## src/sv/fpp_pkg.sv

```systemverilog
// shared constants, types and residue lookup for the fasta protein stream parser
`timescale 1ns / 1ps

package fpp_pkg;

    // default fixed width of the record name
    localparam int NAME_LEN_DEF = 10;

    // characters the parser reacts to
    localparam logic [7:0] CHAR_GT    = 8'h3E;
    localparam logic [7:0] CHAR_NL    = 8'd10;
    localparam logic [7:0] CHAR_SPACE = 8'h20;
    localparam logic [7:0] CHAR_STAR  = 8'h2A;

    // residue code of the stop symbol
    localparam logic [4:0] CODE_STOP  = 5'd23;

    // result kinds
    localparam logic [1:0] KIND_HEADER  = 2'd0;
    localparam logic [1:0] KIND_RESIDUE = 2'd1;
    localparam logic [1:0] KIND_END     = 2'd2;

    // line mode codes
    localparam logic [1:0] LM_NONE = 2'd0;
    localparam logic [1:0] LM_HDR  = 2'd1;
    localparam logic [1:0] LM_SEQ  = 2'd2;

    // work handed from the parser to the emitter for one request
    typedef struct packed {
        logic       hdr;
        logic       res;
        logic       rec_end;
        logic [4:0] code;
    } t_desc;

    // residue lookup result
    typedef struct packed {
        logic       hit;
        logic [4:0] code;
    } t_res;

    // map a byte onto its code in ARNDCQEGHILKMFPSTWYVBZX*
    function automatic t_res residue_lookup(input logic [7:0] b);
        t_res r;
        r.hit  = 1'b1;
        r.code = 5'd0;
        case (b)
            8'h41: r.code = 5'd0;   // A
            8'h52: r.code = 5'd1;   // R
            8'h4E: r.code = 5'd2;   // N
            8'h44: r.code = 5'd3;   // D
            8'h43: r.code = 5'd4;   // C
            8'h51: r.code = 5'd5;   // Q
            8'h45: r.code = 5'd6;   // E
            8'h47: r.code = 5'd7;   // G
            8'h48: r.code = 5'd8;   // H
            8'h49: r.code = 5'd9;   // I
            8'h4C: r.code = 5'd10;  // L
            8'h4B: r.code = 5'd11;  // K
            8'h4D: r.code = 5'd12;  // M
            8'h46: r.code = 5'd13;  // F
            8'h50: r.code = 5'd14;  // P
            8'h53: r.code = 5'd15;  // S
            8'h54: r.code = 5'd16;  // T
            8'h57: r.code = 5'd17;  // W
            8'h59: r.code = 5'd18;  // Y
            8'h56: r.code = 5'd19;  // V
            8'h42: r.code = 5'd20;  // B
            8'h5A: r.code = 5'd21;  // Z
            8'h58: r.code = 5'd22;  // X
            CHAR_STAR: r.code = CODE_STOP;
            default: r.hit = 1'b0;
        endcase
        return r;
    endfunction

endpackage

```

## src/sv/fpp_parse.sv

```systemverilog
// line and record tracking with the header name buffer
`timescale 1ns / 1ps

module fpp_parse #(
    parameter int NAME_LEN = fpp_pkg::NAME_LEN_DEF
) (
    input  logic                  i_clk,
    input  logic                  i_rst_n,
    input  logic                  i_accept,
    input  logic [7:0]            i_byte_in,
    input  logic                  i_end_of_input,
    output fpp_pkg::t_desc        o_desc,
    output logic [NAME_LEN*8-1:0] o_name
);
    import fpp_pkg::*;

    localparam int CNT_W = $clog2(NAME_LEN + 1);
    localparam int IDX_W = (NAME_LEN > 1) ? $clog2(NAME_LEN) : 1;

    logic [1:0]       r_mode, n_mode;
    logic             r_start, n_start;
    logic             r_open, n_open;
    logic [CNT_W-1:0] r_count, n_count;
    logic [7:0]       r_hdr [NAME_LEN];
    logic             wr_en;
    t_res             res;
    t_desc            desc;

    assign res = residue_lookup(i_byte_in);

    // next state and the results this request causes
    always_comb begin
        n_mode  = r_mode;
        n_start = r_start;
        n_open  = r_open;
        n_count = r_count;
        wr_en   = 1'b0;
        desc    = '0;
        desc.code = res.code;
        if (i_end_of_input) begin
            desc.hdr     = !r_start && (r_mode == LM_HDR);
            desc.rec_end = r_open || desc.hdr;
            n_open  = 1'b0;
            n_mode  = LM_NONE;
            n_start = 1'b1;
            n_count = '0;
        end else if (r_start) begin
            if (i_byte_in == CHAR_GT) begin
                desc.rec_end = r_open;
                n_open  = 1'b0;
                n_mode  = LM_HDR;
                n_count = '0;
                n_start = 1'b0;
            end else if (i_byte_in == CHAR_NL) begin
                desc.rec_end = r_open;
                n_open = 1'b0;
                n_mode = LM_NONE;
            end else begin
                n_start = 1'b0;
                if (r_open) begin
                    n_mode   = LM_SEQ;
                    desc.res = res.hit;
                end else begin
                    n_mode = LM_NONE;
                end
            end
        end else if (i_byte_in == CHAR_NL) begin
            if (r_mode == LM_HDR) begin
                desc.hdr = 1'b1;
                n_open   = 1'b1;
            end
            n_mode  = LM_NONE;
            n_start = 1'b1;
        end else if (r_mode == LM_HDR) begin
            if (r_count < CNT_W'(NAME_LEN)) begin
                wr_en   = 1'b1;
                n_count = r_count + 1'b1;
            end
        end else if (r_mode == LM_SEQ) begin
            desc.res = res.hit;
        end
    end

    assign o_desc = desc;

    // name padded with spaces past the stored count
    always_comb begin
        for (int i = 0; i < NAME_LEN; i++) begin
            o_name[i*8 +: 8] = (CNT_W'(i) < r_count) ? r_hdr[i] : CHAR_SPACE;
        end
    end

    // control state
    always_ff @(posedge i_clk) begin
        if (!i_rst_n) begin
            r_mode  <= LM_NONE;
            r_start <= 1'b1;
            r_open  <= 1'b0;
            r_count <= '0;
        end else if (i_accept) begin
            r_mode  <= n_mode;
            r_start <= n_start;
            r_open  <= n_open;
            r_count <= n_count;
        end
    end

    // header character store
    always_ff @(posedge i_clk) begin
        if (i_accept && wr_en) begin
            r_hdr[r_count[IDX_W-1:0]] <= i_byte_in;
        end
    end

endmodule

```

## src/sv/fpp_emit.sv

```systemverilog
// serialises header, residue and record-end results into the output register
`timescale 1ns / 1ps

module fpp_emit #(
    parameter int NAME_LEN = fpp_pkg::NAME_LEN_DEF
) (
    input  logic                  i_clk,
    input  logic                  i_rst_n,
    input  logic                  i_load,
    input  fpp_pkg::t_desc        i_desc,
    input  logic [NAME_LEN*8-1:0] i_name,
    output logic                  o_can_load,
    output logic                  o_valid,
    input  logic                  i_stall,
    output logic [1:0]            o_kind,
    output logic [7:0]            o_value,
    output logic [3:0]            o_header_pos,
    output logic                  o_last
);
    import fpp_pkg::*;

    localparam int IDX_W = (NAME_LEN > 1) ? $clog2(NAME_LEN) : 1;

    // pending work
    logic                  r_hdr, n_hdr;
    logic                  r_res, n_res;
    logic                  r_end, n_end;
    logic [4:0]            r_code, n_code;
    logic [IDX_W-1:0]      r_idx, n_idx;
    logic [NAME_LEN*8-1:0] r_name, n_name;

    // output register
    logic       r_ovalid, n_ovalid;
    logic [1:0] r_kind, n_kind;
    logic [7:0] r_value, n_value;
    logic [3:0] r_pos, n_pos;
    logic       r_last, n_last;

    logic             out_free;
    logic             pend;
    logic             step;
    logic             hdr_done;
    logic             finish;
    logic [IDX_W+3:0] idx_ext;

    assign out_free = !r_ovalid || !i_stall;
    assign pend     = r_hdr || r_res || r_end;
    assign step     = out_free && pend;
    assign hdr_done = (r_idx == IDX_W'(NAME_LEN - 1));
    assign finish   = step && (r_res || (r_end && !r_hdr) || (r_hdr && hdr_done && !r_end));
    assign idx_ext  = {4'b0000, r_idx};

    assign o_can_load = !pend || finish;

    // pick the next result, then take a new request
    always_comb begin
        n_hdr    = r_hdr;
        n_res    = r_res;
        n_end    = r_end;
        n_code   = r_code;
        n_idx    = r_idx;
        n_name   = r_name;
        n_ovalid = r_ovalid && i_stall;
        n_kind   = r_kind;
        n_value  = r_value;
        n_pos    = r_pos;
        n_last   = r_last;
        if (step) begin
            n_ovalid = 1'b1;
            if (r_hdr) begin
                n_kind  = KIND_HEADER;
                n_value = r_name[7:0];
                n_pos   = idx_ext[3:0];
                n_last  = hdr_done && !r_end;
                n_name  = r_name >> 8;
                n_idx   = r_idx + 1'b1;
                if (hdr_done) begin
                    n_hdr = 1'b0;
                end
            end else if (r_res) begin
                n_kind  = KIND_RESIDUE;
                n_value = {3'b000, r_code};
                n_pos   = 4'd0;
                n_last  = 1'b1;
                n_res   = 1'b0;
            end else begin
                n_kind  = KIND_END;
                n_value = 8'd0;
                n_pos   = 4'd0;
                n_last  = 1'b1;
                n_end   = 1'b0;
            end
        end
        if (i_load) begin
            n_hdr  = i_desc.hdr;
            n_res  = i_desc.res;
            n_end  = i_desc.rec_end;
            n_code = i_desc.code;
            n_idx  = '0;
            n_name = i_name;
        end
    end

    // control state
    always_ff @(posedge i_clk) begin
        if (!i_rst_n) begin
            r_hdr    <= 1'b0;
            r_res    <= 1'b0;
            r_end    <= 1'b0;
            r_ovalid <= 1'b0;
        end else begin
            r_hdr    <= n_hdr;
            r_res    <= n_res;
            r_end    <= n_end;
            r_ovalid <= n_ovalid;
        end
    end

    // payload
    always_ff @(posedge i_clk) begin
        r_code  <= n_code;
        r_idx   <= n_idx;
        r_name  <= n_name;
        r_kind  <= n_kind;
        r_value <= n_value;
        r_pos   <= n_pos;
        r_last  <= n_last;
    end

    assign o_valid      = r_ovalid;
    assign o_kind       = r_kind;
    assign o_value      = r_value;
    assign o_header_pos = r_pos;
    assign o_last       = r_last;

endmodule

```

## src/sv/fasta_protein_stream_parser.sv

```systemverilog
// top level of the fasta protein stream parser
//
// Input channel: i_valid / o_stall carry one text byte (i_byte_in) or an
// end-of-stream mark (i_end_of_input) per request. Output channel:
// o_valid / i_stall carry one result per request: o_kind (header char,
// residue code, record end), o_value, o_header_pos and o_last, which flags
// the final result of one input request.
// A result passes the emitter's pending-work register, then the output
// register. Throughput: one byte per cycle for sequence and header
// characters unless i_stall holds the output. The newline that ends a
// header holds the input while the name is shifted out one character per
// result, plus a record end at end of stream in a header line.
// Reset (synchronous, active low) returns to line start outside any record
// and drops any result not yet taken. While i_stall is high the output
// register holds; the input is stalled once pending work cannot drain.
`timescale 1ns / 1ps

module fasta_protein_stream_parser #(
    parameter int NAME_LEN = fpp_pkg::NAME_LEN_DEF
) (
    input  logic       i_clk,
    input  logic       i_rst_n,
    input  logic       i_valid,
    output logic       o_stall,
    input  logic [7:0] i_byte_in,
    input  logic       i_end_of_input,
    output logic       o_valid,
    input  logic       i_stall,
    output logic [1:0] o_kind,
    output logic [7:0] o_value,
    output logic [3:0] o_header_pos,
    output logic       o_last
);
    import fpp_pkg::*;

    logic                  can_load;
    logic                  accept;
    t_desc                 desc;
    logic [NAME_LEN*8-1:0] name;

    assign o_stall = !can_load;
    assign accept  = i_valid && can_load;

    // line and record tracking
    fpp_parse #(
        .NAME_LEN (NAME_LEN)
    ) u_parse (
        .i_clk          (i_clk),
        .i_rst_n        (i_rst_n),
        .i_accept       (accept),
        .i_byte_in      (i_byte_in),
        .i_end_of_input (i_end_of_input),
        .o_desc         (desc),
        .o_name         (name)
    );

    // result serialiser and output register
    fpp_emit #(
        .NAME_LEN (NAME_LEN)
    ) u_emit (
        .i_clk        (i_clk),
        .i_rst_n      (i_rst_n),
        .i_load       (accept),
        .i_desc       (desc),
        .i_name       (name),
        .o_can_load   (can_load),
        .o_valid      (o_valid),
        .i_stall      (i_stall),
        .o_kind       (o_kind),
        .o_value      (o_value),
        .o_header_pos (o_header_pos),
        .o_last       (o_last)
    );

endmodule
```

## config.mk

```make
export PLATFORM = sky130hd
export DESIGN_NAME = fasta_protein_stream_parser
export DESIGN_NICKNAME = d
export VERILOG_FILES = /design/src/sv/fpp_pkg.sv /design/src/sv/fpp_parse.sv /design/src/sv/fpp_emit.sv /design/src/sv/fasta_protein_stream_parser.sv
export SDC_FILE = /design/constraint.sdc
export NUM_CORES = 1
export LEC_CHECK = 0
export BUFFER_PORTS_ARGS = -buffer_cell sky130_fd_sc_hd__buf_2
export CAP_MARGIN = 10
export CORE_ASPECT_RATIO = 1.2
export CORE_MARGIN = 3
export CORE_UTILIZATION = 55
export DETAILED_ROUTE_END_ITERATION = 6
export PLACE_DENSITY = 0.72
export SLEW_MARGIN = 20
export SYNTH_ARGS = -nofsm -noshare
export SYNTH_HDL_FRONTEND = slang
export SYNTH_SLANG_ARGS = --single-unit
```

## constraint.sdc

```tcl
create_clock -name i_clk -period 4.4 [get_ports i_clk]
set_input_delay 0.88 -clock i_clk [delete_from_list [all_inputs] [get_ports i_clk]]
set_output_delay 0.88 -clock i_clk [all_outputs]
set_load 0.02 [all_outputs]
```

* Word-level counts from Yosys, hierarchy flattened
Memories as Yosys holds them, arrays and structs flattened. Index checks and enable logic that the tools add are counted. W data, S select, Z words.
Storage, ports and cells: register bits 116, bits in latches 0, RAM bits 80, memory bits (read-only) 0, input port bits 13, output and inout port bits 17, word-level logic and storage cells 175, memories 1
Operators by class: add/sub/neg operators 2, $mul 0, div/mod/pow operators 0, $lt $le $gt $ge 11, eq/ne operators 33, shift-type cells 0, multiplexer cells 75, bitwise operators 0, reductions and logical operators 38
Memories:
- u_parse.r_hdr | depth 10, bits a word 8, rd ports 10, clocked after Yosys merged registers in 0, wr ports 1, line fpp_parse.sv:24 | logic [7:0] r_hdr [NAME_LEN];
Operators with widths (number):
- $mux W80 | 3
- $eq A8 B7 Y1 const B | 23
- $pmux W5 S23 | 1
- $mux W8 | 11
- $mux W1 | 46
- $mux W4 | 6
- $reduce_or A24 Y1 | 1
- $eq A8 B6 Y1 const B | 2
- $lt A3 B4 Y1 const A | 4
- $mux W2 | 7
- $reduce_bool A3 Y1 | 4
- $logic_and A1 B1 Y1 | 10
- $add A4 B1 Y4 const B | 2
- $eq A8 B4 Y1 const B | 1
- $lt A1 B4 Y1 const A | 2
- $lt A2 B4 Y1 const A | 2
- $lt A4 B4 Y1 const A | 2
- $reduce_and A2 Y1 | 4
- $logic_not A1 Y1 | 7
- $logic_or A1 B1 Y1 | 7
- $mux W5 | 1
- $reduce_and A5 Y1 | 1
- $eq A4 B4 Y1 const B | 1
- $lt A4 B4 Y1 const B | 1
- 8 further kinds | 10

* Longest topological paths before layout
depth after elaboration 10, gate-level depth with buffers 11, mapped depth without buffers 8

* By module
From an unflattened synthesis, not the netlist that was laid out.
Unflattened totals: cell total of the unflattened synthesis 585, area, all modules 8525.7 um^2
By module, submodules not included:
- fpp_emit | instances 1, cells each 253, area each 4445.5 um^2, seq. area each 3163.0 um^2
- fpp_parse | instances 1, cells each 330, area each 4070.2 um^2, seq. area each 2562.5 um^2
- fasta_protein_stream_parser | instances 1, cells each 2, area each 10.0 um^2, seq. area each 0.0 um^2

* Least setup slack after synthesis
OpenSTA, ideal clock, no wires.
kind input to register, start input port i_stall, end register u_emit.r_name[0], enable pin, library setup time 404 ps, data arrival time 2957 ps, data required time 3996 ps, setup slack 1039 ps, stages 7, path buffers 2, cells stage by stage and2_4 > or3_4 > a21o_1 > buf_6 > inv_2 > buf_2 > or2_2
Between the ends: cells in the longest elaborated chain, start to end 8, elaborated cells on any way between the ends 9, classes of those cells 9 x reduce/logical
RTL lines:
- start: declaration | line fasta_protein_stream_parser.sv:28 | input logic i_stall,
- $logic_not A1 Y1 * | line fpp_emit.sv:46 | assign out_free = !r_ovalid || !i_stall;
- $logic_or A1 B1 Y1 * | line fpp_emit.sv:46
- $logic_and A1 B1 Y1 * | line fpp_emit.sv:48 | assign step = out_free && pend;
- $logic_and A1 B1 Y1 | line fpp_emit.sv:50 | assign finish = step && (r_res || (r_end && !r_hdr) || (r_hdr && hdr_done && !r_end));
- $logic_or A1 B1 Y1 | line fpp_emit.sv:53 | assign o_can_load = !pend || finish;
- $logic_and A1 B1 Y1 | line fasta_protein_stream_parser.sv:42 | assign accept = i_valid && can_load;
- $reduce_bool A2 Y1 (no line)
- $reduce_and A2 Y1 (no line) *
- end signal: assignment | line fpp_emit.sv:123 | r_name <= n_name;
- end: declaration | line fpp_emit.sv:30 | logic [NAME_LEN*8-1:0] r_name, n_name;
Every way passes the cells marked *; elsewhere a longest branch is shown, timed or not. A chain may end at the register's enable or synchronous reset.

* Worst setup path after layout
start register u_emit.r_idx[0], end register u_parse.r_count[1]
Between the ends: cells in the longest elaborated chain, start to end 8
RTL lines:
- start: declaration | line fpp_emit.sv:29 | logic [IDX_W-1:0] r_idx, n_idx;
- start signal: assignment | line fpp_emit.sv:122 | r_idx <= n_idx;
- $eq A4 B4 Y1 | line fpp_emit.sv:49 | assign hdr_done = (r_idx == IDX_W'(NAME_LEN - 1));
- $logic_and A1 B1 Y1 (2 in a row) | line fpp_emit.sv:50
- $logic_or A1 B1 Y1 | line fpp_emit.sv:50
- $logic_and A1 B1 Y1 | line fpp_emit.sv:50
- $logic_or A1 B1 Y1 | line fpp_emit.sv:53
- $logic_and A1 B1 Y1 | line fasta_protein_stream_parser.sv:42
- $reduce_and A5 Y1 (no line)
- end signal: assignment | line fpp_parse.sv:104 | r_count <= n_count;
- end: declaration | line fpp_parse.sv:23 | logic [CNT_W-1:0] r_count, n_count;
No other way between the ends.

==> reports/metrics.csv <==
metric,value,unit
status,"finished, final reports clean",
hold_class,register to register,
cts.sinks,196,
clkTransAtPathRegs,0.07,ns
min_from,u_emit.r_name[63],
finalCritPeriodShare,63.2,%
io_buffers,29,
cts_root_buf,clkbuf_16,
clock_skew,0.0104,ns
clockBufferDepth,2,
grt-ovfl-total,0,
critical_path.endpoint_type,register,
boundaryPins,30,
utilization,62.2,%
via_per_inst,5.73,
tns,0,ns
synthesis.nets,677,
rsz0062_at_grt,false,
hold_end,u_emit.r_name[55],
p_comb_share,4.4,%
synth_top_area_share,66.4,%
worstPathRequired,4.73,ns
ys_top_cells_by_area,"edfxtp_1 (66%), nand2_1 (6.6%), nand3_1 (4.1%)",
worst_skew_pair.late_latency,0.43,ns
die_h,139,µm
cap_violations,0,
setup_viol,0,
seqCellArea,5730,µm²
power_switching,0.000810,W
die_w,117,µm
dr_total_vias,5081,
slew_viol_final,0,
hpwl,10.0,mm
relSlewSlack,34.7,%
grt.total_usage,21.1,%
ys_seq_elements,196,
whs_path_depth,2,
synth_warnings,0,
r2r_start,u_emit.r_idx[0],
ctsHtreeMaxLevel,4,
clkPwrFrac,39.1,%
syn-cell-area,8140,µm²
synthArstFlopShare,0,%
drive_gt1_share,11.1,%
worstSetupStartpointType,register,
dieArea,16300,µm²
arrival,3.11,ns
seq_area_frac_synth,70.3,%
ant_nets,0,
seqPwrFrac,56.4,%
drtPass1Iterations,5,
tightest_slew,0.979,ns
holdWs,0.508,ns
r2r_end,u_parse.r_count[1],
leakage,3.42,nW
layout_commonest_cell,edfxtp_1,
wl,16.1,mm
grt_pass1_wl,26.1,mm
grt_max_degree,102,
n_antenna_cell,0,
swShare,21.8,%
antenna_found_initial,0,
synth_edf_count,180,
routabilityCongestion,0.821,
cts_tree,built,
area_growth,10.5,%
drc_errors,0,
postCtsResizedCells,0,
wl_per_cell,18.1,µm
hold_viol,0,
hold_buffers,0,
syn_inst,658,
nNetsFinal,693,
synthFlopType,edfxtp_1,
r2r_cells,8,
numCtsBuffers,17,
syn_avg_cell_area,12.4,µm²
rows,48,
layout_setup_ws,1.62,ns
multi_input_area,2180,µm²
drt_iter0_drc,490,
path_class,register to register,
final_cell_mix,"edfxtp_1 (180), nand2_1 (144), nand3_1 (67)",
fin_crit,2.78,ns
max_freq,360,MHz
grt_pass1_vias,5068,
power_density,413,nW/µm²
coreArea,14500,µm²
n_fill_cell,1099,
yosysUniqueCellTypes,60,
ir_drop,0.000339,V
r2r_slack,1.62,ns
intPower,0.00291,W
place_ws,1.22,ns
post_cts_buffers,0,
initial_utilization,56.3,%
synth_top_area_cell,edfxtp_1,
cp_max_fo,101,
[cell usage after synthesis, types with 3 or more instances]
master      n
buf_1       4
nand2b_1    7
a211oi_1    6
o22ai_1     3
dfxtp_1    16
edfxtp_1  180
inv_1      18
or2_2       3
o21ai_0    15
and2_1     12
nor2_1     25
a31oi_1     9
a21oi_1    16
nand2_1   144
nand3_1    67
and3_1     11
clkbuf_1   20
nor2b_1     4
ha_1        6
buf_2      12
nor4_1      4
nor4bb_1    4
a21o_1      6
a22o_1      5
nor3_1      9
nor3b_1     5
nand4_1     4
[power by group through the flow]
stage | Combinational, W | Clock, W | Sequential, W
after global placement | 0.000156 | 0 | 0.00214
final | 0.000164 | 0.00146 | 0.00210
after detailed placement | 0.000162 | 0 | 0.00214
after global routing | 0.000184 | 0.00155 | 0.00210
after CTS | 0.000162 | 0.00148 | 0.00210
after floorplan | 0.000101 | 0 | 0.00214
[worst max-delay path, cell delays in order, from the launching register on]
cell and delay [ns]:
dfxtp_1 0.42, ha_1 0.23, nand3b_4 0.11, or3_4 0.35, a21o_2 0.22, inv_2 0.06
buf_4 0.69, nand2b_1 0.20, o32ai_1 0.30
[cell type report]
cell class / count / area share [%]
Tap cell: 200 / 2.78
Multi-Input combinational cell: 404 / 24.3
Clock inverter: 14 / 1.47
Clock buffer: 18 / 4.77
Timing Repair Buffer: 35 / 2.25
Inverter: 20 / 0.834
Sequential cell: 196 / 63.6
[stage by stage]
step | cell area, µm² | cells | power, W
6_report | 9000 | 887 | 0.00372
3_5_place_dp | 8410 | 854 | 0.00230
3_3_place_gp | 8410 | 854 | 0.00230
4_1_cts | 8980 | 886 | 0.00374
2_1_floorplan | 8140 | 658 | 0.00224
5_1_grt | 9000 | 887 | 0.00384
[flip-flops by register name, indices dropped and copies added (netlist names)]
register / cells
u_emit.r_idx: 4
u_parse.r_open: 1
u_emit.r_name: 80
u_emit.r_code: 5
u_parse.r_start: 1
u_parse.r_hdr: 80
u_parse.r_count: 4
u_emit.o_last: 1
u_emit.o_valid: 1
u_emit.r_hdr: 1
u_emit.r_res: 1
u_emit.o_value: 8
u_emit.r_end: 1
u_parse.r_mode: 2
u_emit.o_kind: 2
u_emit.o_header_pos: 4
[worst max path at each step]
| stage | end | from | slack, ns |
|---|---|---|---|
| CTS | o_stall | u_emit.r_hdr | 1.64 |
| detailed placement | u_parse.r_hdr[9][6] | i_byte_in[4] | 1.22 |
| global route | u_parse.r_count[1] | u_emit.r_hdr | 1.41 |
| global placement | u_parse.r_hdr[8][6] | i_byte_in[4] | 1.24 |
| finish | u_parse.r_count[1] | u_emit.r_idx[0] | 1.62 |
| floorplan | u_emit.r_name[0] | i_stall | 1.04 |
[cell families after synthesis]
kind of cell               Yosys count  synth area share (%)
adders and majority gates            6                 0.922
AOI/OAI and AO/OA                   78                  6.36
xor gates and xnor gates             4                 0.430
muxes                                2                 0.246
and+or+nand+nor                    314                  18.8
DFF                                196                  70.3
buffers and inverters               58                  2.96
[metal layers]
layer | track usage (%) | wire length (µm) | up-vias | part of all wire (%)
met5 | 0 | 0 | - | 0
met4 | 9.30 | 386 | 0 | 2.4
met3 | 5.05 | 683 | 31 | 4.2
met2 | 33.8 | 8210 | 152 | 51
met1 | 27.4 | 6810 | 2472 | 42
li1 | - | - | 2426 | -
Note: power is estimated with default switching activity, not from simulation.
